**src/hdl/cordic_ang_pkg.sv**
```systemverilog
// ----------------------------------------------------------------------------
// cordic_ang_pkg
// widths, arctangent table and constants for the cordic angle unit
// ----------------------------------------------------------------------------
`default_nettype none

package cordic_ang_pkg;

    // input component width and number of micro-rotations
    localparam int DATA_WIDTH = 16;
    localparam int ITERATIONS = 8;

    // internal x/y width: abs of the most negative input plus cordic gain growth
    localparam int XY_W    = DATA_WIDTH + 4;
    localparam int ANGLE_W = 17;

    // pipeline: abs stage, one stage per rotation, mirror/output stage
    localparam int STAGES = ITERATIONS + 2;

    // stream widths padded to whole bytes
    localparam int S_TDATA_W = ((2 * DATA_WIDTH + 7) / 8) * 8;
    localparam int M_TDATA_W = ((ANGLE_W + 7) / 8) * 8;

    typedef logic signed [XY_W-1:0]    t_xy;
    typedef logic signed [ANGLE_W-1:0] t_angle;

    // 180 degrees in 1/256 degree units
    localparam t_angle HALF_TURN = 17'sd46080;

    // atan(2^-i) in 1/256 degree units
    localparam t_angle ATAN_TABLE [15] = '{
        17'sd11520, 17'sd6801, 17'sd3593, 17'sd1824, 17'sd916,
        17'sd458,   17'sd229,  17'sd115,  17'sd57,   17'sd29,
        17'sd14,    17'sd7,    17'sd4,    17'sd2,    17'sd1
    };

endpackage

`default_nettype wire

```
**src/hdl/cordic_atan2_angle_unit.sv**
```systemverilog
// ----------------------------------------------------------------------------
// cordic_atan2_angle_unit
// pipelined cordic vectoring: angle of a signed (x, y) vector in 1/256 degree
// ----------------------------------------------------------------------------
// Takes one (x, y) word per cycle on the slave stream and returns the angle of
// the vector on the master stream, in 1/256 degree units (46080 = 180 degrees,
// range -46080..46079). The word passes through registered stages in order:
// one stage folds a negative x into the right half plane, one stage per
// unrolled micro-rotation, and one stage mirrors the angle back and holds the
// output word. Throughput is one word per cycle, set by the unrolled rotation
// stages; each stage holds its word while the stage after it is full and
// held, so a stalled output fills empty stages first and s_axis_tready only
// drops once the whole pipeline is occupied. A zero y rotates in the negative
// direction, so the zero vector returns -25456.
// ----------------------------------------------------------------------------
`default_nettype none

module cordic_atan2_angle_unit (
    input  wire logic                                 i_clk,
    input  wire logic                                 i_rst_n,
    // slave side
    input  wire logic                                 s_axis_tvalid,
    output logic                                      s_axis_tready,
    input  wire logic [cordic_ang_pkg::S_TDATA_W-1:0] s_axis_tdata,  // x_coord[15:0], y_coord[31:16]
    // master side
    output logic                                      m_axis_tvalid,
    input  wire logic                                 m_axis_tready,
    output logic [cordic_ang_pkg::M_TDATA_W-1:0]      m_axis_tdata   // angle[16:0], zero pad[23:17]
);
    import cordic_ang_pkg::*;

    localparam int LAST = STAGES - 1;

    // per-stage valid bits and advance enables
    logic [STAGES-1:0] r_v;
    logic [STAGES-1:0] adv;

    // rotation stage registers: index 0 is the abs stage, k is after rotation k-1
    t_xy    r_x   [0:ITERATIONS];
    t_xy    r_y   [0:ITERATIONS];
    t_angle r_acc [0:ITERATIONS];
    logic   r_mir [0:ITERATIONS];
    t_angle r_angle;

    t_xy    n_x   [0:ITERATIONS];
    t_xy    n_y   [0:ITERATIONS];
    t_angle n_acc [0:ITERATIONS];
    logic   n_mir [0:ITERATIONS];
    t_angle n_angle;

    logic signed [DATA_WIDTH-1:0] in_x;
    logic signed [DATA_WIDTH-1:0] in_y;
    t_xy                          in_x_ext;

    // a stage takes a new word when it is empty or its word moves on
    always_comb begin
        adv[LAST] = !r_v[LAST] || m_axis_tready;
        for (int k = LAST - 1; k >= 0; k--) begin
            adv[k] = !r_v[k] || adv[k+1];
        end
    end

    assign s_axis_tready = adv[0];

    // unpack and fold a negative x into the right half plane
    assign in_x     = s_axis_tdata[DATA_WIDTH-1:0];
    assign in_y     = s_axis_tdata[2*DATA_WIDTH-1:DATA_WIDTH];
    assign in_x_ext = {{(XY_W-DATA_WIDTH){in_x[DATA_WIDTH-1]}}, in_x};

    always_comb begin
        n_mir[0] = in_x[DATA_WIDTH-1];
        n_x[0]   = in_x[DATA_WIDTH-1] ? -in_x_ext : in_x_ext;
        n_y[0]   = {{(XY_W-DATA_WIDTH){in_y[DATA_WIDTH-1]}}, in_y};
        n_acc[0] = '0;
    end

    // one micro-rotation per stage, shift by the stage's own constant
    for (genvar i = 0; i < ITERATIONS; i++) begin : g_rot
        t_xy xs;
        t_xy ys;
        assign xs = r_x[i] >>> i;
        assign ys = r_y[i] >>> i;

        always_comb begin
            n_mir[i+1] = r_mir[i];
            if (r_y[i] > 0) begin
                n_x[i+1]   = r_x[i] + ys;
                n_y[i+1]   = r_y[i] - xs;
                n_acc[i+1] = r_acc[i] + ATAN_TABLE[i];
            end else begin
                // zero y takes the negative direction
                n_x[i+1]   = r_x[i] - ys;
                n_y[i+1]   = r_y[i] + xs;
                n_acc[i+1] = r_acc[i] - ATAN_TABLE[i];
            end
        end
    end

    // mirror back into the left half plane when x was negative
    always_comb begin
        if (!r_mir[ITERATIONS]) begin
            n_angle = r_acc[ITERATIONS];
        end else if (r_acc[ITERATIONS] > 0) begin
            n_angle = HALF_TURN - r_acc[ITERATIONS];
        end else begin
            n_angle = -HALF_TURN - r_acc[ITERATIONS];
        end
    end

    // valid bits
    always_ff @(posedge i_clk) begin
        if (!i_rst_n) begin
            r_v <= '0;
        end else begin
            if (adv[0]) begin
                r_v[0] <= s_axis_tvalid;
            end
            for (int k = 1; k < STAGES; k++) begin
                if (adv[k]) begin
                    r_v[k] <= r_v[k-1];
                end
            end
        end
    end

    // payload, loaded only when a word moves into the stage
    always_ff @(posedge i_clk) begin
        if (adv[0] && s_axis_tvalid) begin
            r_x[0]   <= n_x[0];
            r_y[0]   <= n_y[0];
            r_acc[0] <= n_acc[0];
            r_mir[0] <= n_mir[0];
        end
        for (int k = 1; k <= ITERATIONS; k++) begin
            if (adv[k] && r_v[k-1]) begin
                r_x[k]   <= n_x[k];
                r_y[k]   <= n_y[k];
                r_acc[k] <= n_acc[k];
                r_mir[k] <= n_mir[k];
            end
        end
        if (adv[LAST] && r_v[LAST-1]) begin
            r_angle <= n_angle;
        end
    end

    assign m_axis_tvalid = r_v[LAST];
    assign m_axis_tdata  = {{(M_TDATA_W-ANGLE_W){1'b0}}, r_angle};

endmodule

`default_nettype wire

```
**config.mk**
```make
export PLATFORM = sky130hd
export DESIGN_NAME = cordic_atan2_angle_unit
export DESIGN_NICKNAME = d
export VERILOG_FILES = /design/src/hdl/cordic_ang_pkg.sv /design/src/hdl/cordic_atan2_angle_unit.sv
export SDC_FILE = /design/constraint.sdc
export NUM_CORES = 1
export LEC_CHECK = 0
export BUFFER_PORTS_ARGS = -buffer_cell sky130_fd_sc_hd__buf_4
export CAP_MARGIN = 10
export CORE_MARGIN = 1.5
export CORE_UTILIZATION = 65
export DETAILED_ROUTE_END_ITERATION = 7
export GPL_TIMING_DRIVEN = 0
export PLACE_DENSITY = 0.82
export REMOVE_ABC_BUFFERS = 1
export SYNTH_ARGS = -nofsm -noshare
export SYNTH_HDL_FRONTEND = slang
export SYNTH_SLANG_ARGS = --single-unit
```
**constraint.sdc**
```tcl
create_clock -name i_clk -period 7.3 [get_ports i_clk]
set_clock_uncertainty 0.2 [all_clocks]
set_input_delay 0.365 -clock i_clk [delete_from_list [all_inputs] [get_ports i_clk]]
set_output_delay 0.365 -clock i_clk [all_outputs]
set_load 0.03 [all_outputs]
```
# Word level (Yosys, flattened, before mapping)
# Memories as Yosys holds them, arrays and structs flattened.
# Cells that the tools add are included.
[totals]
reg_bits = 27
latchBits = 0
mem_bits_rw = 522
romBits = 0
in_bits = 36
output_inout_bits = 26
word_cells = 149
memories = 4
[classes]
add_sub_neg = 50
n_mul = 0
n_div = 0
order_cmp = 9
eq_ne = 0
shifts = 0
muxes = 45
n_bitwise = 0
reduce_logical = 30
[memory_table]
columns = ["memory", "depth", "width", "read_ports", "rd_clocked_by_memory_dff", "wr", "line", "text"]
rows = [
  ["r_x", 9, 20, 8, 0, 9, "cordic_atan2_angle_unit.sv:39", "t_xy r_x [0:ITERATIONS];"],
  ["r_y", 9, 20, 8, 0, 9, "cordic_atan2_angle_unit.sv:40", "t_xy r_y [0:ITERATIONS];"],
  ["r_acc", 9, 17, 9, 0, 9, "cordic_atan2_angle_unit.sv:41", "t_angle r_acc [0:ITERATIONS];"],
  ["r_mir", 9, 1, 9, 0, 9, "cordic_atan2_angle_unit.sv:42", "logic r_mir [0:ITERATIONS];"],
]
[ops]
columns = ["operator", "n"]
rows = [
  ["$mux 20", 17],
  ["$mux 17", 10],
  ["$gt 20x1->1 const B", 8],
  ["$add 20x13->20", 2],
  ["$add 20x14->20", 2],
  ["$add 20x15->20", 2],
  ["$add 20x16->20", 2],
  ["$add 20x17->20", 2],
  ["$add 20x18->20", 2],
  ["$add 20x19->20", 2],
  ["$sub 20x13->20", 2],
  ["$sub 20x14->20", 2],
  ["$sub 20x15->20", 2],
  ["$sub 20x16->20", 2],
  ["$sub 20x17->20", 2],
  ["$sub 20x18->20", 2],
  ["$sub 20x19->20", 2],
  ["$sub 20x20->20", 2],
  ["$sub 17x17->17 const A", 2],
  ["$add 20x20->20", 1],
  ["$neg 16->20", 1],
  ["$mux 1", 18],
  ["$add 17x10->17 const B", 1],
  ["$add 17x11->17 const B", 1],
  ["other kinds (18)", 45],
]

# Logic depth before layout (Yosys ltp)
# Gate-level depths: netlist (run 1).
[depth]
ltp_word = 14
depth_mapped = 20
depth_no_buf = 19

# Worst setup path after synthesis (run 1)
# No wires, ideal clock.
[synth_path]
kind = "register -> register"
startpoint = "register r_v[9]"
endpoint = "memory r_acc[0][52] (netlist name), enable pin"
setup_ns = 0.559
arrival_time_ns = 5.364
required_time_ns = 6.541
setup_slack_ns = 1.177
stages_incl_launch_ff = 6
n_path_buf = 0
synth_period_minus_slack_ns = 6.123
cell_sequence = "dfxtp_1 -> nor2b_1 -> and3_1 -> and3_1 -> and2_1 -> a21boi_0"
[synth_rtl]
columns = ["element", "line", "text"]
rows = [
  ["start: declaration", "cordic_atan2_angle_unit.sv:35", "logic [STAGES-1:0] r_v;"],
  ["start signal: indexed assignment", "cordic_atan2_angle_unit.sv:120", "r_v[k] <= r_v[k-1];"],
  ["end: declaration", "cordic_atan2_angle_unit.sv:41", ""],
]

==> results of run 1 <==
## cell usage after synthesis (52+ instances only)
cell type	instances	share of area (%)
edfxtp_1	422	38
o21ai_0	190	2.8
nand2_1	167	1.9
nor3_1	90	1.3
o21a_1	52	1.2
xor2_1	143	3.7
nor2_1	251	2.8
a21o_1	116	2.6
nor2b_1	55	1.0
inv_1	189	2.1
nand3_1	55	0.82
a21oi_1	283	4.2
ha_1	369	14
xnor2_1	324	8.4
## path summary, 6_finish.rpt
path	start	to	slack, ns	cells past startpoint
setup / recovery	r_y[0][42]	r_y[0][77]	0.54	17
setup reg to reg	r_y[0][42]	r_y[0][77]	0.54	17
hold reg to reg	r_acc[0][53]	r_acc[0][70]	0.22	0
hold / removal	r_acc[0][53]	r_acc[0][70]	0.22	0
## through the flow
step | hold WS (ns) | instance area (um^2) | TNS (ns)
2_1_floorplan | 0.200 | 33400 | 0
3_3_place_gp | 0.202 | 34600 | -17.22
3_5_place_dp | 0.205 | 35000 | 0
4_1_cts | 0.219 | 37000 | 0
5_1_grt | 0.223 | 37100 | 0
6_report | 0.218 | 37100 | 0
## flip-flops by register name (all words and copies together), names as in the netlist
name,flops
r_acc,108
r_angle,16
r_mir,9
r_v,10
r_x,133
r_y,156
## metal layers
metal	vias to the layer above	global-route usage, %	share of wire (%)
li1	12733	-	-
met1	12760	32.7	39
met2	839	55.8	53
met3	214	3.85	4.3
met4	0	11.5	3.5
met5	-	0	0
## logic make-up (layout without fill, tap and decap cells)
kind of cell | count (synthesis) | after routing
AOI/OAI and AO/OA | 967 | 967
and+or+nand+nor | 837 | 837
xor gates and xnor gates | 467 | 467
DFF | 432 | 432
adders and majority gates | 391 | 391
buffers and inverters | 259 | 384
muxes | 19 | 19
other | 1 | 12
## power groups by stage
stage	sequential (uW)	clock (uW)	combinational (uW)
after floorplan	3050	0	1370
after global placement	3090	0	1690
after detailed placement	3080	0	1760
after CTS	3030	2570	1800
after global routing	3050	2660	2020
final	3040	2540	1830
## final cells by class
class | instances | share of cell area, %
sequential | 432 | 34.7
clock inverter | 36 | 1.28
clock buffer | 48 | 3.13
multi-input combinational | 2693 | 53.7
timing repair buffer | 108 | 2.89
tap | 680 | 2.30
inverter | 192 | 1.94
==> load_flow_metrics.sql, run 1 <==
INSERT INTO impl_metrics (metric_group, metric, value, unit) VALUES
('status', 'run_status', 'complete, no violations', ''),
('synthesis', 'synth_top_family_by_area', 'compound AO/OA/AOI/OAI gates', ''),
('synthesis', 'syn-mean-instance-area', '9.98', 'um^2'),
('place', 'dp_worst_setup_slack', '0.783', 'ns'),
('timing', 'finalCritPeriodShare', '92.6', '%'),
('place', 'port_buffer_count', '53', ''),
('drt', 'total_wire_length_after_detailed_routing', '78900', 'um'),
('synthesis', 'postSynth.topFlopCell', 'edfxtp_1', ''),
('setup_path', 'worst_setup_path_end_kind', 'register', ''),
('floorplanning', 'floorplan.initialDensity', '65.7', '%'),
('clock_tree', 'post_cts_resized', '0', ''),
('timing', 'finalSetupViolations', '0', ''),
('synthesis', 'synth_xor_xnor_area_share', '12.2', '%'),
('layout', 'multiInputGateArea', '19900', 'um^2'),
('drt', 'detailroute.via_count', '26546', ''),
('setup_path', 'critical_path.max_stage_delay', '0.92', 'ns'),
('floorplanning', 'number_of_ports_placed_on_the_die_boundary', '62', ''),
('clock_tree', 'clkSinkCount', '432', ''),
('power', 'ir_drop', '0.182', 'mV'),
('global_routing', 'grt_pass1_wl', '129000', 'um'),
('layout', 'layout.filler_cells', '3541', ''),
('synthesis', 'yosys.area_share.adder', '15.0', '%'),
('floorplanning', 'placementRows', '83', ''),
('timing', 'report.final.hold_viol_count', '0', ''),
('floorplanning', 'design.core.area', '51200', 'um^2'),
('power', 'static-leakage-power', '0.0148', 'uW'),
('synthesis', 'ys_seq_elements', '432', ''),
('drt', 'antenna_left', '0', ''),
('drt', 'drt_iter0_markers', '1854', ''),
('clock_tree', 'cts-htree-levels', '2', ''),
('synthesis', 'post_synth_mux_area_share', '0.576', '%'),
('timing', 'slew_violations', '0', ''),
('clock_tree', 'numCtsBuffers', '46', ''),
('power', 'power_switching_share', '29.5', '%'),
('layout', 'synthToLayoutAreaGrowth', '10.1', '%'),
('place', 'dpl.cell_count', '4065', ''),
('place', 'place.detailed.hpwl', '59900', 'um'),
('synthesis', 'synthCells', '3373', ''),
('power', 'cellInternalPower', '5220', 'uW'),
('global_routing', 'grt_start_max_net_pins', '42', ''),
('synthesis', 'syn-cell-area', '33700', 'um^2'),
('synthesis', 'post_synth_num_cell_types', '80', ''),
('setup_path', 'crit_buf_inv', '3', ''),
('flow_run', 'timing.max_cap.violations', '0', ''),
('setup_path', 'crit_family', 'compound AO/OA/AOI/OAI gates', ''),
('layout', 'layout.cells.most_common', 'edfxtp_1', ''),
('setup_path', 'critical_path.cell_chain', 'inv_1, ha_1, inv_1, nor4b_2, and3_1, a21oi_4, clkinv_1, nor2_1, xor2_1, ha_1, a21oi_1, o21ai_0, a31oi_1, o31ai_1, a221oi_1, nor4_1, or3_1', ''),
('clock_tree', 'clk_path_buf_depth', '3', ''),
('layout', 'utilization_after_layout', '72.4', '%'),
('floorplanning', 'die_y', '231', 'um'),
('timing', 'slew_headroom', '25.5', '%'),
('timing', 'max_freq', '148', 'MHz'),
('power', 'switching_power', '2180', 'uW'),
('drt', 'dr.pass1.iters', '6', ''),
('floorplanning', 'fp.dieW', '231', 'um'),
('drt', 'post_drt_via_cell_ratio', '6.34', ''),
('setup_path', 'critical_path_peak_fanout', '34', ''),
('clock_tree', 'number_of_buffers_added_for_setup_after_cts', '0', ''),
('synthesis', 'synth_edf_count', '422', ''),
('place', 'gp_congestion', '0.937', ''),
('layout', 'seq_cell_area', '12900', 'um^2'),
('layout', 'net_count_final', '3900', ''),
('setup_path', 'worst_ep_required_time', '7.44', 'ns'),
('setup_path', 'setup.worst_path.class', 'reg -> reg', ''),
('setup_path', 'arrival_time_reported_for_the_critical_path_endpoint', '6.90', 'ns'),
('synthesis', 'synth.yosys.seq_area_share', '38.2', '%'),
('clock_tree', 'clock_tree_from_tritoncts', 'yes', ''),
('global_routing', 'globalRoute.totalOverflow', '0', ''),
('clock_tree', 'clk-insertion-delay-late', '0.60', 'ns'),
('power', 'power.share.combinational', '24.7', '%'),
('power', 'share_clk_of_total_power', '34.2', '%');
Note: power is estimated with default switching activity, not from simulation.
==> run 2: changes to the inputs <==
--- a/config.mk
+++ b/config.mk
@@ -8,11 +8,12 @@
 export BUFFER_PORTS_ARGS = -buffer_cell sky130_fd_sc_hd__buf_4
 export CAP_MARGIN = 10
 export CORE_MARGIN = 1.5
-export CORE_UTILIZATION = 65
+export CORE_UTILIZATION = 55
 export DETAILED_ROUTE_END_ITERATION = 7
 export GPL_TIMING_DRIVEN = 0
-export PLACE_DENSITY = 0.82
+export PLACE_DENSITY = 0.71
 export REMOVE_ABC_BUFFERS = 1
+export SLEW_MARGIN = 20
 export SYNTH_ARGS = -nofsm -noshare
 export SYNTH_HDL_FRONTEND = slang
 export SYNTH_SLANG_ARGS = --single-unit
==> run 2 against run 1 <==
Effect of this change:
- clock power increased by 2%
- via count decreased by 2.8%
- setup slack got worse by 0.062 ns
- sequential power about the same
==> load_flow_metrics.sql, run 2 (same netlist as run 1, synthesis figures left out) <==
INSERT INTO impl_metrics (metric_group, metric, value, unit) VALUES
('timing', 'fin_hold_ws', '0.221', 'ns'),
('clock_tree', 'post_cts_resized', '0', ''),
('setup_path', 'worst_r2r_path_depth', '17', ''),
('timing', 'rsz_0062_raised_after_global_routing', 'false', ''),
('clock_tree', 'clock_tree_from_tritoncts', 'yes', ''),
('place', 'place.detailed.hpwl', '63100', 'um'),
('clock_tree', 'clkSinkCount', '432', ''),
('clock_tree', 'clk_pin_slew', '0.06', 'ns'),
('layout', 'layout.cells.most_common', 'edfxtp_1', ''),
('timing', 'finalCritPeriodShare', '93.5', '%'),
('layout', 'layout.cell_area.non_filler', '37300', 'um^2'),
('floorplanning', 'die_area', '62700', 'um^2'),
('timing', 'max_freq', '147', 'MHz'),
('floorplanning', 'floorplan.initialDensity', '55.7', '%'),
('layout', 'utilization_after_layout', '61.8', '%'),
('layout', 'diodes', '0', ''),
('timing', 'period_minus_slack', '6.82', 'ns'),
('drt', 'antenna_left', '0', ''),
('clock_tree', 'clk_path_buf_depth', '3', ''),
('floorplanning', 'fp.dieW', '250', 'um'),
('setup_path', 'crit_path_top_delay_cell', 'o41ai_1', ''),
('worst_hold_path', 'worst_hold_stages', '0', ''),
('layout', 'synthToLayoutAreaGrowth', '11.0', '%'),
('global_routing', 'grt_start_max_net_pins', '42', ''),
('floorplanning', 'placementRows', '90', ''),
('setup_path', 'critical_path.max_stage_delay', '0.64', 'ns'),
('setup_path', 'arrival_time_reported_for_the_critical_path_endpoint', '6.97', 'ns'),
('floorplanning', 'design.core.area', '60500', 'um^2'),
('clock_tree', 'cts-htree-levels', '2', ''),
('worst_hold_path', 'hold_start', 'r_mir[0][3]', ''),
('clock_tree', 'number_of_buffers_added_for_setup_after_cts', '0', ''),
('timing', 'slew_violations', '0', ''),
('clock_tree', 'numCtsBuffers', '49', ''),
('layout', 'reg_top3', 'r_y (156), r_x (133), r_acc (108)', ''),
('clock_tree', 'postCtsHoldBufs', '41', ''),
('timing', 'max_slew.worst_pin.slew', '1.10', 'ns'),
('power', 'power.total', '7430', 'uW'),
('global_routing', 'antenna_found_initial', '0', ''),
('clock_tree', 'clk-insertion-delay-late', '0.64', 'ns'),
('flow_run', 'timing.max_cap.violations', '0', ''),
('place', 'placedInstanceArea', '35200', 'um^2'),
('global_routing', 'globalRoute.totalOverflow', '0', ''),
('layout', 'layout.cells.most_common_list', 'edfxtp_1 (422), ha_1 (369), xnor2_1 (324)', ''),
('drt', 'detailroute.via_count', '25794', ''),
('drt', 'route.detailed.drc', '0', ''),
('power', 'ir_drop', '0.194', 'mV'),
('setup_path', 'reg2reg_to', 'r_y[0][139]', ''),
('setup_path', 'worst_setup_path_end_kind', 'register', ''),
('power', 'static-leakage-power', '0.0148', 'uW'),
('global_routing', 'grt_pass1_vias', '25114', ''),
('layout', 'largest_reg_flops', '156', ''),
('setup_path', 'worst_ep_required_time', '7.45', 'ns'),
('drt', 'post_drt_via_cell_ratio', '6.00', ''),
('worst_hold_path', 'worstHoldPathType', 'reg -> reg', ''),
('clock_tree', 'cts.root.buffer_cell', 'clkbuf_16', ''),
('drt', 'drt_iter0_markers', '1535', ''),
('setup_path', 'setup.worst_path.class', 'reg -> reg', ''),
('setup_path', 'reg2reg_from', 'r_y[0][107]', ''),
('setup_path', 'crit_buf_inv', '1', ''),
('setup_path', 'regToRegSetupSlack', '0.48', 'ns'),
('place', 'port_buffer_count', '53', ''),
('layout', 'net_count_final', '3906', ''),
('layout', 'layout-drive-gt1-share', '5.57', '%'),
('place', 'gp_congestion', '0.953', ''),
('drt', 'total_wire_length_after_detailed_routing', '80400', 'um'),
('setup_path', 'critical_path_peak_fanout', '24', ''),
('timing', 'report.final.hold_viol_count', '0', ''),
('status', 'run_status', 'complete, no violations', ''),
('drt', 'detail_route.wl_per_cell', '18.7', 'um'),
('setup_path', 'critical_path.cell_chain', 'or4_4, nor3_1, nor4b_4, nor4b_4, a31oi_4, inv_2, nor2_1, xor2_1, ha_1, nand3_1, o211ai_1, o41ai_1, o21ai_0, a221oi_1, o21ai_0, a21oi_1, xnor2_1', ''),
('power', 'pwr_per_cell_area', '199', 'nW/um^2'),
('global_routing', 'grtUsageTotal', '25.5', '%'),
('floorplanning', 'die_y', '250', 'um'),
('layout', 'largest_register', 'r_y', ''),
('worst_hold_path', 'holdPathEnd', 'r_mir[0][4]', ''),
('timing', 'finalSetupTns', '0', 'ns'),
('setup_path', 'crit_path_start_kind', 'register', ''),
('timing', 'finalSetupViolations', '0', ''),
('timing', 'slew_headroom', '25.4', '%'),
('floorplanning', 'number_of_ports_placed_on_the_die_boundary', '62', ''),
('drt', 'dr.pass1.iters', '7', ''),
('global_routing', 'grt_pass1_wl', '130000', 'um'),
('setup_path', 'crit_family', 'compound AO/OA/AOI/OAI gates', '');
==> run 2: stage by stage <==
step	worst slack, ns	instances
finish	0.475	4300
global route	0.105	4300
CTS	0.614	4300
detailed placement	0.643	4169
global placement	-0.822	4152
floorplan	1.18	3317
==> run 2: layout make-up <==
| cell class | count | area, um^2 |
|---|---|---|
| Clock inverter | 32 | 457 |
| Tap cell | 782 | 978 |
| Timing Repair Buffer | 111 | 1130 |
| Inverter | 192 | 721 |
| Sequential cell | 432 | 12900 |
| Clock buffer | 58 | 1260 |
| Fill cell | 4906 | 23100 |
| Multi-Input combinational cell | 2693 | 19900 |
==> run 2: routing by layer <==
layer	track usage [%]	vias to the layer above	part of all wire, %
li1	-	12738	-
met1	30.6	12288	42
met2	46.0	625	50
met3	2.73	143	4.0
met4	11.1	0	4.4
met5	0	-	0
==> run 2: worst max-delay path by stage <==
stage,end,startpoint,cells past startpoint,slack (ns)
finish,r_y[0][139],r_y[0][107],17,0.48
global route,r_y[0][139],r_y[0][107],17,0.11
CTS,r_y[0][139],r_y[0][107],17,0.61
detailed placement,r_y[0][139],r_y[0][107],17,0.64
global placement,r_y[0][77],r_y[0][42],17,-0.82
floorplan,r_acc[0][52],r_v[9],5,1.18
==> run 2: power by group <==
group / total [uW] / switching (uW) / internal, uW
Combinational: 1810 / 1020 / 782
Sequential: 3040 / 113 / 2920
Clock: 2580 / 1020 / 1560
